--- config.mk ---
export PLATFORM = sky130hd
export DESIGN_NAME = msa_ctrl
export DESIGN_NICKNAME = d
export VERILOG_FILES = /design/src/rtl/msa_pkg.sv /design/src/rtl/msa_ctrl.sv
export SDC_FILE = /design/constraint.sdc
export NUM_CORES = 1
export LEC_CHECK = 0
export BUFFER_PORTS_ARGS = -buffer_cell sky130_fd_sc_hd__buf_2
export CAP_MARGIN = 20
export CORE_AREA = 2 2 39 41
export CTS_BUF_LIST = sky130_fd_sc_hd__clkbuf_8
export DETAILED_ROUTE_END_ITERATION = 10
export DIE_AREA = 0 0 41 43
export RECOVER_POWER = 25
export SYNTH_ARGS = -nofsm -noshare
export SYNTH_HDL_FRONTEND = slang
export SYNTH_SLANG_ARGS = --single-unit
--- constraint.sdc ---
create_clock -name clock -period 2.8 [get_ports clock]
set_clock_uncertainty 0.1 [all_clocks]
set_input_delay 0.14 -clock clock [delete_from_list [all_inputs] [get_ports clock]]
set_output_delay 0.14 -clock clock [all_outputs]
set_load 0.01 [all_outputs]
--- src/rtl/msa_pkg.sv ---
`default_nettype none
// ----------------------------------------------------------------------------
// msa_pkg
// Shared sizes, word types and controller/datapath interface types for the
// ascending merge sorter.
// ----------------------------------------------------------------------------
package msa_pkg;

   localparam int MAX_ELEMS   = 64;
   localparam int VALUE_WIDTH = 32;
   localparam int IDX_W       = $clog2(MAX_ELEMS);
   localparam int CNT_W       = $clog2(MAX_ELEMS + 1);

   typedef struct packed {
      logic signed [VALUE_WIDTH-1:0] value;
      logic                          last;
   } req_type;

   typedef struct packed {
      logic signed [VALUE_WIDTH-1:0] sorted_value;
      logic                          final_res;
   } rsp_type;

   typedef enum logic [2:0] {
      ST_LOAD,
      ST_SETUP,
      ST_MERGE,
      ST_EMIT_SETUP,
      ST_EMIT
   } state_type;

   typedef struct packed {
      logic load;
      logic pass_init;
      logic merge;
      logic emit_init;
      logic emit;
   } cmd_type;

   typedef struct packed {
      logic run_done;
      logic pass_end;
      logic emit_last;
   } status_type;

endpackage
`default_nettype wire

--- src/rtl/msa_ctrl.sv ---
`default_nettype none
// ----------------------------------------------------------------------------
// msa_ctrl
// Sequencer of the merge sorter: load, merge passes, emission.
// ----------------------------------------------------------------------------
module msa_ctrl (
   input  wire                 clock,
   input  wire                 reset,
   input  wire                 start,
   input  wire                 req_last,
   input  msa_pkg::status_type status,
   output logic                busy,
   output logic                rsp_valid,
   output msa_pkg::cmd_type    cmd
);

   msa_pkg::state_type state_ff, state_in;

   always_ff @(posedge clock) begin
      if (reset) begin
         state_ff <= msa_pkg::ST_LOAD;
      end else begin
         state_ff <= state_in;
      end
   end

   always_comb begin
      state_in  = state_ff;
      cmd       = '0;
      busy      = 1'b1;
      rsp_valid = 1'b0;
      case (state_ff)
         msa_pkg::ST_LOAD: begin
            busy = 1'b0;
            if (start) begin
               cmd.load = 1'b1;
               if (req_last) begin
                  state_in = msa_pkg::ST_SETUP;
               end
            end
         end
         // also the gap that lets the last write of a pass settle before reads
         msa_pkg::ST_SETUP: begin
            if (status.run_done) begin
               state_in = msa_pkg::ST_EMIT_SETUP;
            end else begin
               cmd.pass_init = 1'b1;
               state_in      = msa_pkg::ST_MERGE;
            end
         end
         msa_pkg::ST_MERGE: begin
            cmd.merge = 1'b1;
            if (status.pass_end) begin
               state_in = msa_pkg::ST_SETUP;
            end
         end
         msa_pkg::ST_EMIT_SETUP: begin
            cmd.emit_init = 1'b1;
            state_in      = msa_pkg::ST_EMIT;
         end
         msa_pkg::ST_EMIT: begin
            cmd.emit  = 1'b1;
            rsp_valid = 1'b1;
            if (status.emit_last) begin
               state_in = msa_pkg::ST_LOAD;
            end
         end
         default: begin
            state_in = msa_pkg::ST_LOAD;
         end
      endcase
   end

endmodule
`default_nettype wire

==> summary.txt <==
Synth
  • Post-synth EDFFs: 0
  • Top FF cell, synth: dfxtp_1
  • Avg Inst Size Synth: 9.12 sq um
  • Yosys warning count: 0
  • Post-Synthesis Cells: 24
  • Fraction of registers with async set/reset: 0%
  • Mapped Nets: 31
  • Count of state elements after synthesis: 3
  • Area fraction of the dominant cell type after synthesis: 27.4%
  • Yosys top cell by area: dfxtp_1
  • Post-synthesis instance area: 219 sq um
  • Top cells by area, synth: dfxtp_1, a2111oi_2, buf_4
  • Post-synth cell types: 18
  • Sequential area share after synthesis: 27.4%

Floorplan
  • Core Area: 1380 sq um
  • Num rows: 14
  • Initial Util: 15.8%
  • # IOs: 14
  • Die width: 41 um
  • Die Height: 43 um
  • DIE AREA: 1760 sq um

Timing
  • Slew of the pin with the lowest slew margin: 0.298 ns
  • Max Slew Vio Count: 0
  • # setup viols final: 0
  • Tcrit/Tclk final: 50.8%
  • RSZ-0062 raised after global routing: false
  • Setup TNS: 0 ns
  • Max_slew headroom: 80.1%
  • Max frequency: 703 MHz
  • Final hold violation count: 0
  • Period minus WS final: 1.42 ns

Finish
  • Biggest register: state_ff
  • Most common cell after layout, fill and taps aside: buf_2
  • Nets: 46
  • Share of layout cells above drive strength 1: 50.0%
  • Most frequent cells in the layout: buf_2, inv_1, clkbuf_8, dfxtp_1
  • N_diodes: 0
  • Max reg flops: 3
  • Largest regs: state_ff (3)
  • Post-route cell area: 323 sq um
  • Layout area overhead: 47.4%

Power and ir drop
  • Lkg Pwr: 0.166 nW
  • Worst vdd ir: 0.000225 V
  • PD cells: 653 nW/um^2

Setup path
  • Startpoint types: flip-flop
  • Critical Path RT: 2.56 ns
  • Crit Path Max Fanout: 9
  • CP Capture Type: primary output
  • Max incr delay on CP: 0.38 ns
  • Crit path max-delay family: simple AND/OR/NAND/NOR gates
  • Cell at the slowest stage of the critical path: or3_1
  • Buffers & Inverters on Critical Path: 1
  • Critical path class: flip-flop to primary output
  • CP Cell Sequence: or3_1, nor2_1, buf_2
  • Critical path arrival: 1.18 ns

Routing
  • Drc violations: 0
  • Vias: 204
  • Iteration-0 DRC Markers: 4
  • WL final: 464 um
  • Routed Antenna Nets: 0
  • DR WL/cell: 8.59 um
  • Detailed Routing Iterations Pass 1: 2
  • Vias per Instance: 3.78

Place
  • Routability Congestion: 0.721
  • Port bufs: 13
  • Placed Area: 278 sq um

Outcome
  • Status: finished clean

Min path
  • Worst hold path type: input pin to flip-flop

CTS
  • Num CTS Buffers: 3
  • # hold bufs at CTS: 0
  • Clock Path Buffers: 2
  • Root buf cell: clkbuf_8
  • Worst-path clk slew: 0.03 ns
  • Post-CTS sizing: 0
  • Sink Count: 3
  • Post-CTS setup buffers: 0
  • H-tree depth: 1
  • CTS tree: yes
  • Clock Latency Late Sink: 0.21 ns

Global routing
  • Initial antenna violation count: 0
  • Pin count of the biggest net entering global routing: 11
  • Global-route wire length before repair: 765 um
  • Vias in the first global route: 192
  • Total grt overflow: 0
  • All-Layer GR Usage: 7.32%

Flow run
  • Max-Cap Viols: 0
metal layers:
| layer | global-route usage, % | part of all wire, % | routed length (um) | up-vias |
|---|---|---|---|---|
| met5 | 0 | 0 | 0 | - |
| met4 | 10.0 | 0 | 0 | 0 |
| met3 | 4.71 | 6.5 | 30 | 0 |
| met2 | 7.19 | 46 | 215 | 7 |
| met1 | 8.33 | 47 | 218 | 88 |
| li1 | - | - | - | 109 |
synthesized netlist by cell type (all sizes together) (2+ instances only):
cell type / count
buf: 3
nor3b: 2
inv: 2
nor2: 2
dfxtp: 3
per-stage QoR:
step | setup WS [ns] | instances | utilization (%) | hold slack [ns] | power (mW)
final | 1.38 | 54 | 23.3 | 0.105 | 0.211
after global routing | 1.32 | 54 | 23.3 | 0.117 | 0.226
after CTS | 1.37 | 54 | 23.3 | 0.108 | 0.215
after detailed placement | 1.60 | 50 | 20.1 | 0.330 | 0.0903
after global placement | 1.61 | 50 | 20.1 | 0.329 | 0.0902
after floorplan | 1.52 | 24 | - | 0.185 | 0.0787
kinds of logic (layout without fill, tap and decap cells):
group	Yosys count	count (layout)	share of synthesized area [%]
AND/OR/NAND/NOR	12	12	40.6
buffers and inverters	5	19	15.4
flip-flops	3	3	27.4
AO/OA/AOI/OAI	4	4	16.6
final cells by class:
cell class	count	area [sq um]
fill	152	1060
multi-input combinational	16	125
timing repair buffer	13	65.1
sequential	3	60.1
clock buffer	3	41.3
tap	16	20.0
inverter	2	7.51
clock inverter	1	3.75
path summary, 6_finish.rpt:
kind,from,cells past startpoint,slack (ns),to
setup / recovery,state_ff[0],3,1.38,cmd[4]
hold / removal,status[1],3,0.11,state_ff[1]
setup reg to reg,state_ff[1],2,1.68,state_ff[1]
hold reg to reg,state_ff[0],1,0.51,state_ff[0]
power by group:
| part | switching (mW) | leakage (nW) | total (mW) | internal [mW] |
|---|---|---|---|---|
| clock network | 0.0282 | 0.0269 | 0.121 | 0.0933 |
| registers | 0.00696 | 0.0245 | 0.0535 | 0.0466 |
| logic | 0.0156 | 0.114 | 0.0357 | 0.0201 |
| total | 0.0507 | 0.166 | 0.211 | 0.160 |
worst reg2reg max path, cell delays in order, from the launching register on:
cell     delay, ns
dfxtp_1       0.45
or3b_1        0.37
a21oi_1       0.12
No activity file was read; power rests on OpenSTA's default activity.
